## src/rtl/wbps_pkg.sv

```systemverilog
// Shared types, constants and helpers for the wildcard byte pattern scanner.
// Used by the front end, command queue, scan engine and top level; no dependencies.
package wbps_pkg;

  // Pattern capacity and derived widths
  localparam int MaxPattern = 32;
  localparam int LenW       = $clog2(MaxPattern + 1);

  // Command queue depth
  localparam int FifoDepth = 4;
  localparam int FifoPtrW  = $clog2(FifoDepth);
  localparam int FifoCntW  = $clog2(FifoDepth + 1);

  // Input opcodes
  localparam logic [1:0] OpStart = 2'd0;
  localparam logic [1:0] OpChar  = 2'd1;
  localparam logic [1:0] OpByte  = 2'd2;

  // Register index of region_base (paddr[3])
  localparam logic RegIdxRegionBase = 1'b0;

  // Character codes
  localparam logic [7:0] CharQuestion = 8'h3F;
  localparam logic [7:0] CharSpace    = 8'h20;
  localparam logic [7:0] CharUpperA   = 8'h41;
  localparam logic [7:0] CharNine     = 8'h39;
  localparam logic [7:0] CharZero     = 8'h30;
  localparam logic [7:0] CaseMask     = 8'hDF;
  localparam logic [7:0] DigitTen     = 8'd10;
  localparam logic [7:0] HighNibMask  = 8'hF0;

  typedef enum logic [1:0] {
    CMD_CLEAR,
    CMD_CHAR,
    CMD_BYTE
  } cmd_e;

  typedef enum logic [1:0] {
    PH_START,
    PH_AFTER_Q,
    PH_AFTER_HI,
    PH_SKIP
  } phase_e;

  // Classified request handed from the front end to the scan engine
  typedef struct packed {
    cmd_e       kind;
    logic [7:0] value;
    logic       last;
    logic       is_q;
    logic       is_space;
    logic [7:0] digit;
  } cmd_t;

  // Hex digit value of a character, modulo 256
  function automatic logic [7:0] digit_value(input logic [7:0] c);
    logic [7:0] res;
    res = '0;
    if (c >= CharUpperA) begin
      res = ((c - CharUpperA) & CaseMask) + DigitTen;
    end else if (c <= CharNine) begin
      res = c - CharZero;
    end
    return res;
  endfunction

endpackage

```

## src/rtl/wbps_front.sv

```systemverilog
// Front end: accepts stream requests and classifies them into engine commands.
// Depends on wbps_pkg; feeds wbps_fifo.
module wbps_front (
  input  logic                 s_axis_tvalid,
  output logic                 s_axis_tready,
  input  logic [7:0]           s_axis_tdata,
  input  logic [1:0]           s_axis_tuser,
  input  logic                 s_axis_tlast,
  input  logic                 full_i,
  output logic                 push_o,
  output wbps_pkg::cmd_t       cmd_o
);
  import wbps_pkg::*;

  logic accept;

  assign s_axis_tready = !full_i;
  assign accept        = s_axis_tvalid && s_axis_tready;

  // Decode the opcode; drop the unused code
  always_comb begin
    cmd_o.kind     = CMD_CLEAR;
    cmd_o.value    = s_axis_tdata;
    cmd_o.last     = s_axis_tlast;
    cmd_o.is_q     = (s_axis_tdata == CharQuestion);
    cmd_o.is_space = (s_axis_tdata == CharSpace);
    cmd_o.digit    = digit_value(s_axis_tdata);
    push_o         = 1'b0;
    case (s_axis_tuser)
      OpStart: begin
        cmd_o.kind = CMD_CLEAR;
        push_o     = accept;
      end
      OpChar: begin
        cmd_o.kind = CMD_CHAR;
        push_o     = accept;
      end
      OpByte: begin
        cmd_o.kind = CMD_BYTE;
        push_o     = accept;
      end
      default: begin
        push_o = 1'b0;
      end
    endcase
  end

endmodule

```

## src/rtl/wbps_fifo.sv

```systemverilog
// Short command queue between the front end and the scan engine.
// Depends on wbps_pkg for the command type and depth.
module wbps_fifo (
  input  logic                 clk_i,
  input  logic                 rst_ni,
  input  logic                 push_i,
  input  wbps_pkg::cmd_t       data_i,
  output logic                 full_o,
  output logic                 valid_o,
  output wbps_pkg::cmd_t       data_o,
  input  logic                 pop_i
);
  import wbps_pkg::*;

  cmd_t                mem_q [FifoDepth];
  logic [FifoPtrW-1:0] wr_ptr_q, wr_ptr_d;
  logic [FifoPtrW-1:0] rd_ptr_q, rd_ptr_d;
  logic [FifoCntW-1:0] count_q, count_d;
  logic                do_push, do_pop;

  assign full_o  = (count_q == FifoCntW'(FifoDepth));
  assign valid_o = (count_q != '0);
  assign data_o  = mem_q[rd_ptr_q];
  assign do_push = push_i && !full_o;
  assign do_pop  = pop_i && valid_o;

  // Advance pointers and count
  always_comb begin
    wr_ptr_d = wr_ptr_q;
    rd_ptr_d = rd_ptr_q;
    count_d  = count_q;
    if (do_push) begin
      wr_ptr_d = (wr_ptr_q == FifoPtrW'(FifoDepth - 1)) ? '0 : wr_ptr_q + 1'b1;
    end
    if (do_pop) begin
      rd_ptr_d = (rd_ptr_q == FifoPtrW'(FifoDepth - 1)) ? '0 : rd_ptr_q + 1'b1;
    end
    if (do_push && !do_pop) begin
      count_d = count_q + 1'b1;
    end else if (do_pop && !do_push) begin
      count_d = count_q - 1'b1;
    end
  end

  always_ff @(posedge clk_i or negedge rst_ni) begin
    if (!rst_ni) begin
      wr_ptr_q <= '0;
      rd_ptr_q <= '0;
      count_q  <= '0;
    end else begin
      wr_ptr_q <= wr_ptr_d;
      rd_ptr_q <= rd_ptr_d;
      count_q  <= count_d;
    end
  end

  // Store the request
  always_ff @(posedge clk_i) begin
    if (do_push) begin
      mem_q[wr_ptr_q] <= data_i;
    end
  end

endmodule

```

## src/rtl/wbps_back.sv

```systemverilog
// Scan engine: parses signature characters, shifts region bytes into the window,
// runs the masked compare and drives the result stream. Depends on wbps_pkg.
module wbps_back (
  input  logic                 clk_i,
  input  logic                 rst_ni,
  input  logic                 cmd_valid_i,
  input  wbps_pkg::cmd_t       cmd_i,
  output logic                 pop_o,
  input  logic [63:0]          region_base_i,
  output logic                 m_axis_tvalid,
  input  logic                 m_axis_tready,
  output logic [95:0]          m_axis_tdata,
  output logic [1:0]           m_axis_tuser
);
  import wbps_pkg::*;

  typedef struct packed {
    logic        found;
    logic        overflow;
    logic [31:0] offset;
  } result_t;

  // Pattern is kept newest-first: slot 0 holds the last element appended,
  // so slot j lines up with window slot j for every pattern length.
  logic [7:0]      pat_byte_q [MaxPattern];
  logic [7:0]      pat_byte_d [MaxPattern];
  logic            pat_wild_q [MaxPattern];
  logic            pat_wild_d [MaxPattern];
  logic [7:0]      win_q      [MaxPattern];
  logic [7:0]      win_d      [MaxPattern];
  logic [7:0]      win_n      [MaxPattern];

  logic [LenW-1:0] len_q, len_d;
  phase_e          phase_q, phase_d;
  logic            ovf_q, ovf_d;
  logic [31:0]     seen_q, seen_d, seen_n;
  logic            done_q, done_d;

  logic            res_valid_q, res_valid_d;
  result_t         res_q, res_d;
  logic            out_valid_q, out_valid_d;
  result_t         out_q, out_d;
  logic [63:0]     out_addr_q, out_addr_d;

  logic            res_move, exec, res_load, hit;
  logic            app_en, app_wild;
  logic [7:0]      app_byte;
  logic [31:0]     off;

  assign res_move = res_valid_q && (!out_valid_q || m_axis_tready);
  assign exec     = cmd_valid_i && (!res_valid_q || res_move);
  assign pop_o    = exec;

  // Shifted window and masked compare
  always_comb begin
    win_n[0] = cmd_i.value;
    for (int j = 1; j < MaxPattern; j++) begin
      win_n[j] = win_q[j-1];
    end
    seen_n = (seen_q == '1) ? seen_q : seen_q + 32'd1;
    hit    = (seen_n >= 32'(len_q));
    for (int j = 0; j < MaxPattern; j++) begin
      if ((LenW'(j) < len_q) && !pat_wild_q[j] && (win_n[j] != pat_byte_q[j])) begin
        hit = 1'b0;
      end
    end
    off = seen_n - 32'(len_q);
  end

  // Execute one command
  always_comb begin
    pat_byte_d = pat_byte_q;
    pat_wild_d = pat_wild_q;
    win_d      = win_q;
    len_d      = len_q;
    phase_d    = phase_q;
    ovf_d      = ovf_q;
    seen_d     = seen_q;
    done_d     = done_q;
    res_load   = 1'b0;
    res_d      = res_q;
    app_en     = 1'b0;
    app_wild   = 1'b0;
    app_byte   = '0;
    if (exec) begin
      case (cmd_i.kind)
        CMD_CLEAR: begin
          len_d   = '0;
          phase_d = PH_START;
          ovf_d   = 1'b0;
          seen_d  = '0;
          done_d  = 1'b0;
        end
        CMD_CHAR: begin
          case (phase_q)
            PH_AFTER_Q: begin
              phase_d = cmd_i.is_q ? PH_SKIP : PH_START;
            end
            PH_SKIP: begin
              phase_d = PH_START;
            end
            PH_AFTER_HI: begin
              if (!cmd_i.is_space && !ovf_q && (len_q != '0)) begin
                pat_byte_d[0] = pat_byte_q[0] | cmd_i.digit;
              end
              phase_d = PH_START;
            end
            default: begin
              if (cmd_i.is_q) begin
                app_en   = 1'b1;
                app_wild = 1'b1;
                phase_d  = PH_AFTER_Q;
              end else if (!cmd_i.is_space) begin
                app_en   = 1'b1;
                app_byte = {cmd_i.digit[3:0], 4'h0} & HighNibMask;
                phase_d  = PH_AFTER_HI;
              end
            end
          endcase
        end
        CMD_BYTE: begin
          if (!done_q) begin
            win_d  = win_n;
            seen_d = seen_n;
            if (hit) begin
              res_load       = 1'b1;
              res_d.found    = 1'b1;
              res_d.overflow = ovf_q;
              res_d.offset   = off;
              done_d         = 1'b1;
            end else if (cmd_i.last) begin
              res_load       = 1'b1;
              res_d.found    = 1'b0;
              res_d.overflow = ovf_q;
              res_d.offset   = '0;
            end
          end
          if (cmd_i.last) begin
            seen_d = '0;
            done_d = 1'b0;
          end
        end
        default: begin
          len_d = len_q;
        end
      endcase
    end
    // Append an element or flag the drop
    if (app_en) begin
      if (len_q < LenW'(MaxPattern)) begin
        for (int j = 1; j < MaxPattern; j++) begin
          pat_byte_d[j] = pat_byte_q[j-1];
          pat_wild_d[j] = pat_wild_q[j-1];
        end
        pat_byte_d[0] = app_byte;
        pat_wild_d[0] = app_wild;
        len_d         = len_q + 1'b1;
      end else begin
        ovf_d = 1'b1;
      end
    end
  end

  // Result stage and output register
  always_comb begin
    res_valid_d = res_valid_q;
    out_valid_d = out_valid_q;
    out_d       = out_q;
    out_addr_d  = out_addr_q;
    if (res_move) begin
      res_valid_d = 1'b0;
    end
    if (res_load) begin
      res_valid_d = 1'b1;
    end
    if (res_move) begin
      out_valid_d = 1'b1;
      out_d       = res_q;
      out_addr_d  = res_q.found ? region_base_i + 64'(res_q.offset) : '0;
    end else if (m_axis_tready) begin
      out_valid_d = 1'b0;
    end
  end

  always_ff @(posedge clk_i or negedge rst_ni) begin
    if (!rst_ni) begin
      len_q       <= '0;
      phase_q     <= PH_START;
      ovf_q       <= 1'b0;
      seen_q      <= '0;
      done_q      <= 1'b0;
      res_valid_q <= 1'b0;
      out_valid_q <= 1'b0;
    end else begin
      len_q       <= len_d;
      phase_q     <= phase_d;
      ovf_q       <= ovf_d;
      seen_q      <= seen_d;
      done_q      <= done_d;
      res_valid_q <= res_valid_d;
      out_valid_q <= out_valid_d;
    end
  end

  // Payload: pattern, window and result data
  always_ff @(posedge clk_i) begin
    pat_byte_q <= pat_byte_d;
    pat_wild_q <= pat_wild_d;
    win_q      <= win_d;
    res_q      <= res_d;
    out_q      <= out_d;
    out_addr_q <= out_addr_d;
  end

  assign m_axis_tvalid = out_valid_q;
  assign m_axis_tdata  = {out_addr_q, out_q.offset};
  assign m_axis_tuser  = {out_q.overflow, out_q.found};

endmodule

```

## src/rtl/wildcard_byte_pattern_scan.sv

```systemverilog
// Top level of the wildcard byte pattern scanner: APB register, front end,
// command queue and scan engine. Depends on wbps_pkg, wbps_front, wbps_fifo, wbps_back.
//
//   Port group  Dir   Payload (low bit up)
//   s_axis      in    tdata[7:0] value; tuser[1:0] opcode; tlast last
//   m_axis      out   tdata offset[31:0], address[95:32]; tuser found[0], overflow[1]
//   apb         in    region_base at byte address 0, 64-bit data
//
// One item per cycle while the result stream is not stalled; the masked window compare
// and the pattern update of the scan engine are combinational.
// The queue is written at the accepting edge; a result then passes the engine's
// result stage and the output register before it is valid on m_axis.
// Reset is asynchronous and active low; no clearing pass is needed.
// A stalled result stream fills the result stage, then the queue, then drops tready.
module wildcard_byte_pattern_scan (
  input  logic        clk_i,
  input  logic        rst_ni,
  input  logic        s_axis_tvalid,
  output logic        s_axis_tready,
  input  logic [7:0]  s_axis_tdata,   // value[7:0]
  input  logic [1:0]  s_axis_tuser,   // opcode[1:0]
  input  logic        s_axis_tlast,
  output logic        m_axis_tvalid,
  input  logic        m_axis_tready,
  output logic [95:0] m_axis_tdata,   // offset[31:0], address[95:32]
  output logic [1:0]  m_axis_tuser,   // found[0], overflow[1]
  input  logic        psel,
  input  logic        penable,
  input  logic        pwrite,
  input  logic [3:0]  paddr,
  input  logic [63:0] pwdata,
  output logic [63:0] prdata,
  output logic        pready
);
  import wbps_pkg::*;

  logic [63:0] base_q;
  logic        cfg_wr;
  logic        push, full, cmd_valid, pop;
  cmd_t        push_cmd, head_cmd;

  // Hold the region base register
  assign pready = 1'b1;
  assign cfg_wr = psel && penable && pwrite && pready;
  assign prdata = (paddr[3] == RegIdxRegionBase) ? base_q : '0;

  always_ff @(posedge clk_i or negedge rst_ni) begin
    if (!rst_ni) begin
      base_q <= '0;
    end else if (cfg_wr && (paddr[3] == RegIdxRegionBase)) begin
      base_q <= pwdata;
    end
  end

  wbps_front u_front (
    .s_axis_tvalid (s_axis_tvalid),
    .s_axis_tready (s_axis_tready),
    .s_axis_tdata  (s_axis_tdata),
    .s_axis_tuser  (s_axis_tuser),
    .s_axis_tlast  (s_axis_tlast),
    .full_i        (full),
    .push_o        (push),
    .cmd_o         (push_cmd)
  );

  wbps_fifo u_fifo (
    .clk_i   (clk_i),
    .rst_ni  (rst_ni),
    .push_i  (push),
    .data_i  (push_cmd),
    .full_o  (full),
    .valid_o (cmd_valid),
    .data_o  (head_cmd),
    .pop_i   (pop)
  );

  wbps_back u_back (
    .clk_i         (clk_i),
    .rst_ni        (rst_ni),
    .cmd_valid_i   (cmd_valid),
    .cmd_i         (head_cmd),
    .pop_o         (pop),
    .region_base_i (base_q),
    .m_axis_tvalid (m_axis_tvalid),
    .m_axis_tready (m_axis_tready),
    .m_axis_tdata  (m_axis_tdata),
    .m_axis_tuser  (m_axis_tuser)
  );

endmodule
```

## config.mk

```make
export PLATFORM = sky130hd
export DESIGN_NAME = wildcard_byte_pattern_scan
export DESIGN_NICKNAME = d
export VERILOG_FILES = /design/src/rtl/wbps_pkg.sv /design/src/rtl/wbps_front.sv /design/src/rtl/wbps_fifo.sv /design/src/rtl/wbps_back.sv /design/src/rtl/wildcard_byte_pattern_scan.sv
export SDC_FILE = /design/constraint.sdc
export NUM_CORES = 1
export LEC_CHECK = 0
export BUFFER_PORTS_ARGS = -buffer_cell sky130_fd_sc_hd__clkbuf_2
export CAP_MARGIN = 20
export CORE_MARGIN = 5
export CORE_UTILIZATION = 50
export CTS_BUF_LIST = sky130_fd_sc_hd__clkbuf_4 sky130_fd_sc_hd__clkbuf_8 sky130_fd_sc_hd__clkbuf_16
export CTS_CLUSTER_SIZE = 20
export DETAILED_ROUTE_END_ITERATION = 12
export GPL_TIMING_DRIVEN = 0
export PLACE_DENSITY = 0.68
export SLEW_MARGIN = 20
export SYNTH_ARGS = -nofsm -noshare
export SYNTH_HDL_FRONTEND = slang
export SYNTH_SLANG_ARGS = --single-unit
```

## constraint.sdc

```tcl
create_clock -name clk_i -period 25.8 [get_ports clk_i]
set_clock_uncertainty 0.1 [all_clocks]
set_input_delay 6.45 -clock clk_i [delete_from_list [all_inputs] [get_ports clk_i]]
set_output_delay 6.45 -clock clk_i [all_outputs]
set_load 0.01 [all_outputs]
```

==> results of run 1 <==
==> report_power, final <==
group	internal (uW)	switching, uW
clock network	780	538
logic	481	851
registers	2180	287
==> sequential cells by signal (all words and copies together) (netlist names), 34 cells and up <==
signal and cells:
u_back.out_addr_q 64, u_back.pat_byte_q 256, u_fifo.mem_q 84, u_back.res_q 34
u_back.win_n 248, base_q 64
==> worst max-delay path, delay by kind of cell <==
family / cells / cell delay [ns]
AND/OR/NAND/NOR: 1 / 0.14
buffers and inverters: 4 / 1.46
==> stage by stage <==
step / instances / util [%] / cell area, um2 / total power, uW
6_report: 3897 / 58.3 / 42500 / 5110
5_1_grt: 3897 / 58.3 / 42500 / 5370
4_1_cts: 3897 / 58.3 / 42500 / 5160
3_5_place_dp: 3730 / 54.1 / 39500 / 3820
3_3_place_gp: 3722 / 53.7 / 39200 / 3900
2_1_floorplan: 2517 / - / 36800 / 3380
==> synth_stat cells (all sizes together) (10+ instances only) <==
cell type | count | area [um2]
a211oi | 10 | 75.1
a21o | 27 | 203
a21oi | 103 | 515
a221oi | 16 | 140
a31oi | 11 | 68.8
and2 | 18 | 113
and3 | 23 | 144
and4 | 10 | 87.6
buf | 17 | 101
clkbuf | 67 | 253
dfrtp | 115 | 2880
edfxtp | 744 | 22300
ha | 60 | 751
inv | 49 | 184
mux2 | 67 | 754
mux4 | 21 | 473
nand2 | 120 | 450
nand2b | 10 | 62.6
nand3 | 49 | 245
nand4 | 38 | 250
nor2 | 146 | 548
nor2b | 71 | 444
nor3 | 36 | 185
nor4 | 72 | 457
o211ai | 14 | 105
o21a | 12 | 90.1
o21ai | 88 | 440
o21bai | 10 | 75.1
o31ai | 19 | 143
o41ai | 10 | 106
or3 | 16 | 100
or4 | 14 | 109
xnor2 | 93 | 815
xor2 | 250 | 2190
==> layer usage <==
| metal | GRT usage [%] | vias up |
|---|---|---|
| met5 | 0 | - |
| met3 | 3.36 | 141 |
| li1 | - | 10157 |
| met2 | 35.6 | 721 |
| met1 | 28.4 | 11088 |
| met4 | 5.98 | 0 |
==> how the worst max path moves through the flow <==
stage	endpoint	startpoint
after floorplan	u_back.pat_byte_q[0]	m_axis_tready
after global placement	u_back.pat_byte_q[94]	m_axis_tready
after detailed placement	prdata[7]	paddr[3]
after CTS	prdata[7]	paddr[3]
after global routing	prdata[5]	paddr[3]
final	prdata[6]	paddr[3]
==> cell type report <==
cell class	count	area [um2]	share of cell area [%]
plain buffers	84	354	0.833
clock buffers	117	2500	5.89
clock inverters	50	552	1.30
inverters	53	211	0.497
multi-input cells	1513	10900	25.5
flip-flops and latches	867	25400	59.7
well taps	959	1200	2.82
repair buffers	254	1460	3.43
==> logic make-up after synthesis <==
group,Yosys count
AND/OR/NAND/NOR,650
AO/OA/AOI/OAI,361
adder cells (fa/ha/maj),63
flip-flops,867
buffers and inverters,137
multiplexers,95
XOR/XNOR,343
other,1
==> impl_metrics.toml, run 1 <==
[clocking]
cts_buffer_depth = 3
cts_resized = 0
cts_buffers = 90
clkSlewWorstSetupHoldPaths_ns = 0.06
cts.sinks = 867
htree_levels = 3
post_cts_buffers = 0
cts_root_buf = "clkbuf_16"
cts_tree = "yes"
ctsHoldBuffers = 0
clkLatencyLatePin_ns = 0.65

[die]
row_count = 99
design.die.area_um2 = 79100
io_pins = 251
fp.dieH_um = 281
initial_utilization_pct = 50.4
coreArea_um2 = 73000
chipWidth_um = 281

[worst_setup_path]
reg2reg_from = "u_back.seen_q[0]"
slowest_stage = "clkbuf_1"
crit_chain = "clkbuf_2, clkbuf_1, clkbuf_1, nor2b_1, clkbuf_2"
critPathCaptureType = "output port"
r2r_slack_ns = 18.99
cp.required_ns = 19.25
r2r_cells = 18
worstSetupPathType = "in2out"
worstReg2RegEnd = "u_back.res_q[24]"
critPathMaxStageDelay_ns = 0.61
worstSetupStartpointType = "input pin"
critPathMaxFanout = 10
critical_path_arrival_ns = 8.07

[logic_synthesis]
yosysSeqAreaShare_pct = 69.0
ys.flop_type = "edfxtp_1"
synth_compound_area_share_pct = 6.33
synth-xor-area-share_pct = 8.17
syn-instance-count = 2517
synth_top_family_by_area = "simple AND/OR/NAND/NOR gates"
syn_avg_cell_area_um2 = 14.6
synth_edf_count = 744
synth_cell_types = 82
syn_area_um2 = 36800
ys_warn_count = 0
synthSimpleGateAreaFrac_pct = 9.26
synthArstFlopShare_pct = 13.3
syn_nets = 2666
synth_mux_area_share_pct = 3.53
synthAdderAreaFrac_pct = 2.20
synth.ff_latch_count = 867

[min_path]
holdPathStages = 0
whs_endpoint = "u_back.m_axis_tuser[1]"
min_path_type = "reg2reg"
hold_start = "u_back.res_q[32]"

[global_route]
grt_max_degree = 108
grt_usage_pct = 20.9
grt_pass1_wl_um = 130000
overflow = 0
antenna_found_initial = 0
first_global_vias = 22340

[power_and_ir_drop]
power_density_nw_per_um2 = 120
peakVddDrop_uv = 88.0
p_leak_uw = 0.0155

[placed_design]
gp_congestion = 0.918
dp.final_hpwl_um = 60400
port_buffers = 246
dp_slack_ns = 11.14

[drt]
drc = 0
wirelength_um = 84600
viasPerCell = 5.67
wl_met1_um = 35600
ant_nets = 0
firstDrtPassIters = 5
dr_wl_met2_um = 41900
top_layer_used = "met4"
drtIter0Drc = 1894
num_vias = 22107
wl_met3_um = 4790
wl_per_cell_um = 21.7

[timing]
fin_crit_sh_pct = 56.7
clock.fmax_ghz = 0.0684
rsz0062_at_grt = "false"
drv_slew = 0
hold-worst-slack_ns = 0.333
hold_viol = 0
fin_ws_ns = 11.18
period_needed_ns = 14.62
max_slew_margin_pct = 34.9
setup_viol = 0
tightest_slew_ns = 0.951
finalSetupTns_ns = 0

[final_layout]
nets = 3012
final_cell_mix = "edfxtp_1, xor2_1, clkbuf_2"
layout-drive-gt1-share_pct = 18.2
layout_commonest_cell = "edfxtp_1"
n_antenna_cell = 0
fill_cells = 5589
area_growth_pct = 15.6

[flow_run]
drv_cap = 0

[outcome]
status = "finished, final reports clean"
No activity file was read; power rests on OpenSTA's default activity.
==> run 2, diff against run 1 <==
==> constraint.sdc (replaced) <==
create_clock -name clk_i -period 14.2 [get_ports clk_i]
set_clock_uncertainty 0.1 [all_clocks]
set_input_delay 3.55 -clock clk_i [delete_from_list [all_inputs] [get_ports clk_i]]
set_output_delay 3.55 -clock clk_i [all_outputs]
set_load 0.01 [all_outputs]
==> run 2 against run 1 <==
Cell count is the same. Global-route usage is essentially flat. Clock power grew 82%. Core utilization is the same. Flip-flop and latch count is the same. Die area is the same. Register-to-register slack lost 12 ns. Sequential power grew 82%. Non-clock buffer count is the same.
==> impl_metrics.toml, run 2 (synthesis gave the netlist of run 1 again) <==
[power_and_ir_drop]
power_density_nw_per_um2 = 219
p_leak_uw = 0.0155
peakVddDrop_uv = 159

[drt]
firstDrtPassIters = 5
ant_nets = 0
drc = 0
wl_per_cell_um = 21.7
num_vias = 22187
drtIter0Drc = 1820
wirelength_um = 84700
viasPerCell = 5.69

[timing]
drv_slew = 0
max_slew_margin_pct = 34.5
hold_viol = 0
fin_crit_sh_pct = 62.1
tightest_slew_ns = 0.958
setup_viol = 0
period_needed_ns = 8.82
clock.fmax_ghz = 0.113
rsz0062_at_grt = "false"

[placed_design]
dpl.cell_count = 3730
gp_congestion = 0.918
dp.final_hpwl_um = 60400
port_buffers = 246
dpl-instance-area_um2 = 39500

[worst_setup_path]
worstSetupStartpointType = "input pin"
r2r_cells = 18
r2r_slack_ns = 7.33
reg2reg_from = "u_back.seen_q[0]"
worstReg2RegEnd = "u_back.res_q[24]"
cp.required_ns = 10.55
crit_chain = "clkbuf_2, clkbuf_1, clkbuf_1, nor2b_1, clkbuf_2"
critPathCaptureType = "output port"
worstSetupPathType = "in2out"
crit_buf_inv = 4
slowest_stage = "clkbuf_1"
cp_top_family = "buffers and inverters"
critPathMaxStageDelay_ns = 0.62
critPathMaxFanout = 10
critical_path_arrival_ns = 5.17

[final_layout]
final_util_pct = 58.3
stdcell_count = 3897
layout-drive-gt1-share_pct = 18.2
fin_area_um2 = 42500
area_growth_pct = 15.6
layout_commonest_cell = "edfxtp_1"
nets = 3012
largest_reg_flops = 256
final_cell_mix = "edfxtp_1, xor2_1, clkbuf_2"
largest_register = "u_back.pat_byte_q"
n_antenna_cell = 0

[global_route]
grt_usage_pct = 20.9
antenna_found_initial = 0
grt_pass1_wl_um = 130000
overflow = 0
first_global_vias = 22331
grt_max_degree = 108

[die]
chipWidth_um = 281
io_pins = 251
fp.dieH_um = 281
row_count = 99
design.die.area_um2 = 79100
coreArea_um2 = 73000
initial_utilization_pct = 50.4

[clocking]
clkLatencyLatePin_ns = 0.65
post_cts_buffers = 0
cts_tree = "yes"
cts_buffers = 90
clkSlewWorstSetupHoldPaths_ns = 0.06
cts_resized = 0
cts_root_buf = "clkbuf_16"
ctsHoldBuffers = 0
cts.sinks = 867
cts_buffer_depth = 3
htree_levels = 3

[min_path]
whs_endpoint = "u_back.m_axis_tuser[1]"
min_path_type = "reg2reg"
hold_start = "u_back.res_q[32]"
holdPathStages = 0

[outcome]
status = "finished, final reports clean"

[flow_run]
drv_cap = 0
-- run 2: cell counts in the layout (fill, tap and decap cells not counted) --
No cell type changed its count.
-- run 2: metal layers --
metal / up-vias / track usage, % / part of all wire (%)
met5: - / 0 / 0
met1: 11111 / 28.3 / 42
li1: 10155 / - / -
met2: 774 / 35.6 / 49
met4: 0 / 5.98 / 2.7
met3: 147 / 3.36 / 6.1
-- run 2: how the worst max path moves through the flow --
| stage | start | endpoint | slack [ns] | depth (start not counted) |
|---|---|---|---|---|
| floorplan | m_axis_tready | u_back.pat_byte_q[0] | 2.24 | 6 |
| global placement | m_axis_tready | u_back.pat_byte_q[94] | -2.27 | 7 |
| detailed placement | paddr[3] | prdata[7] | 5.34 | 5 |
| CTS | paddr[3] | prdata[7] | 5.34 | 5 |
| global route | paddr[3] | prdata[5] | 5.30 | 5 |
| finish | paddr[3] | prdata[6] | 5.38 | 5 |
-- run 2: final cells by class --
class,instances,area [um2]
Timing Repair Buffer,254,1460
Inverter,53,211
Fill cell,5589,30400
Clock inverter,50,552
Sequential cell,867,25400
Multi-Input combinational cell,1513,10900
Clock buffer,117,2500
Buffer,84,354
Tap cell,959,1200
-- run 2: where the power goes --
| part | total (uW) | switching (uW) | internal [uW] |
|---|---|---|---|
| clock network | 2400 | 978 | 1420 |
| logic | 2420 | 1550 | 874 |
| registers | 4480 | 522 | 3950 |
| total | 9290 | 3050 | 6250 |
-- run 2: through the flow --
step                setup WS [ns]  total power, uW  hold WS [ns]  setup TNS (ns)
finish                       5.38             9290         0.333               0
global route                 5.30             9760         0.333               0
CTS                          5.34             9370         0.332               0
detailed placement           5.34             6950         0.318               0
global placement            -2.27             7090         0.317         -656.97
floorplan                    2.24             6140         0.300               0
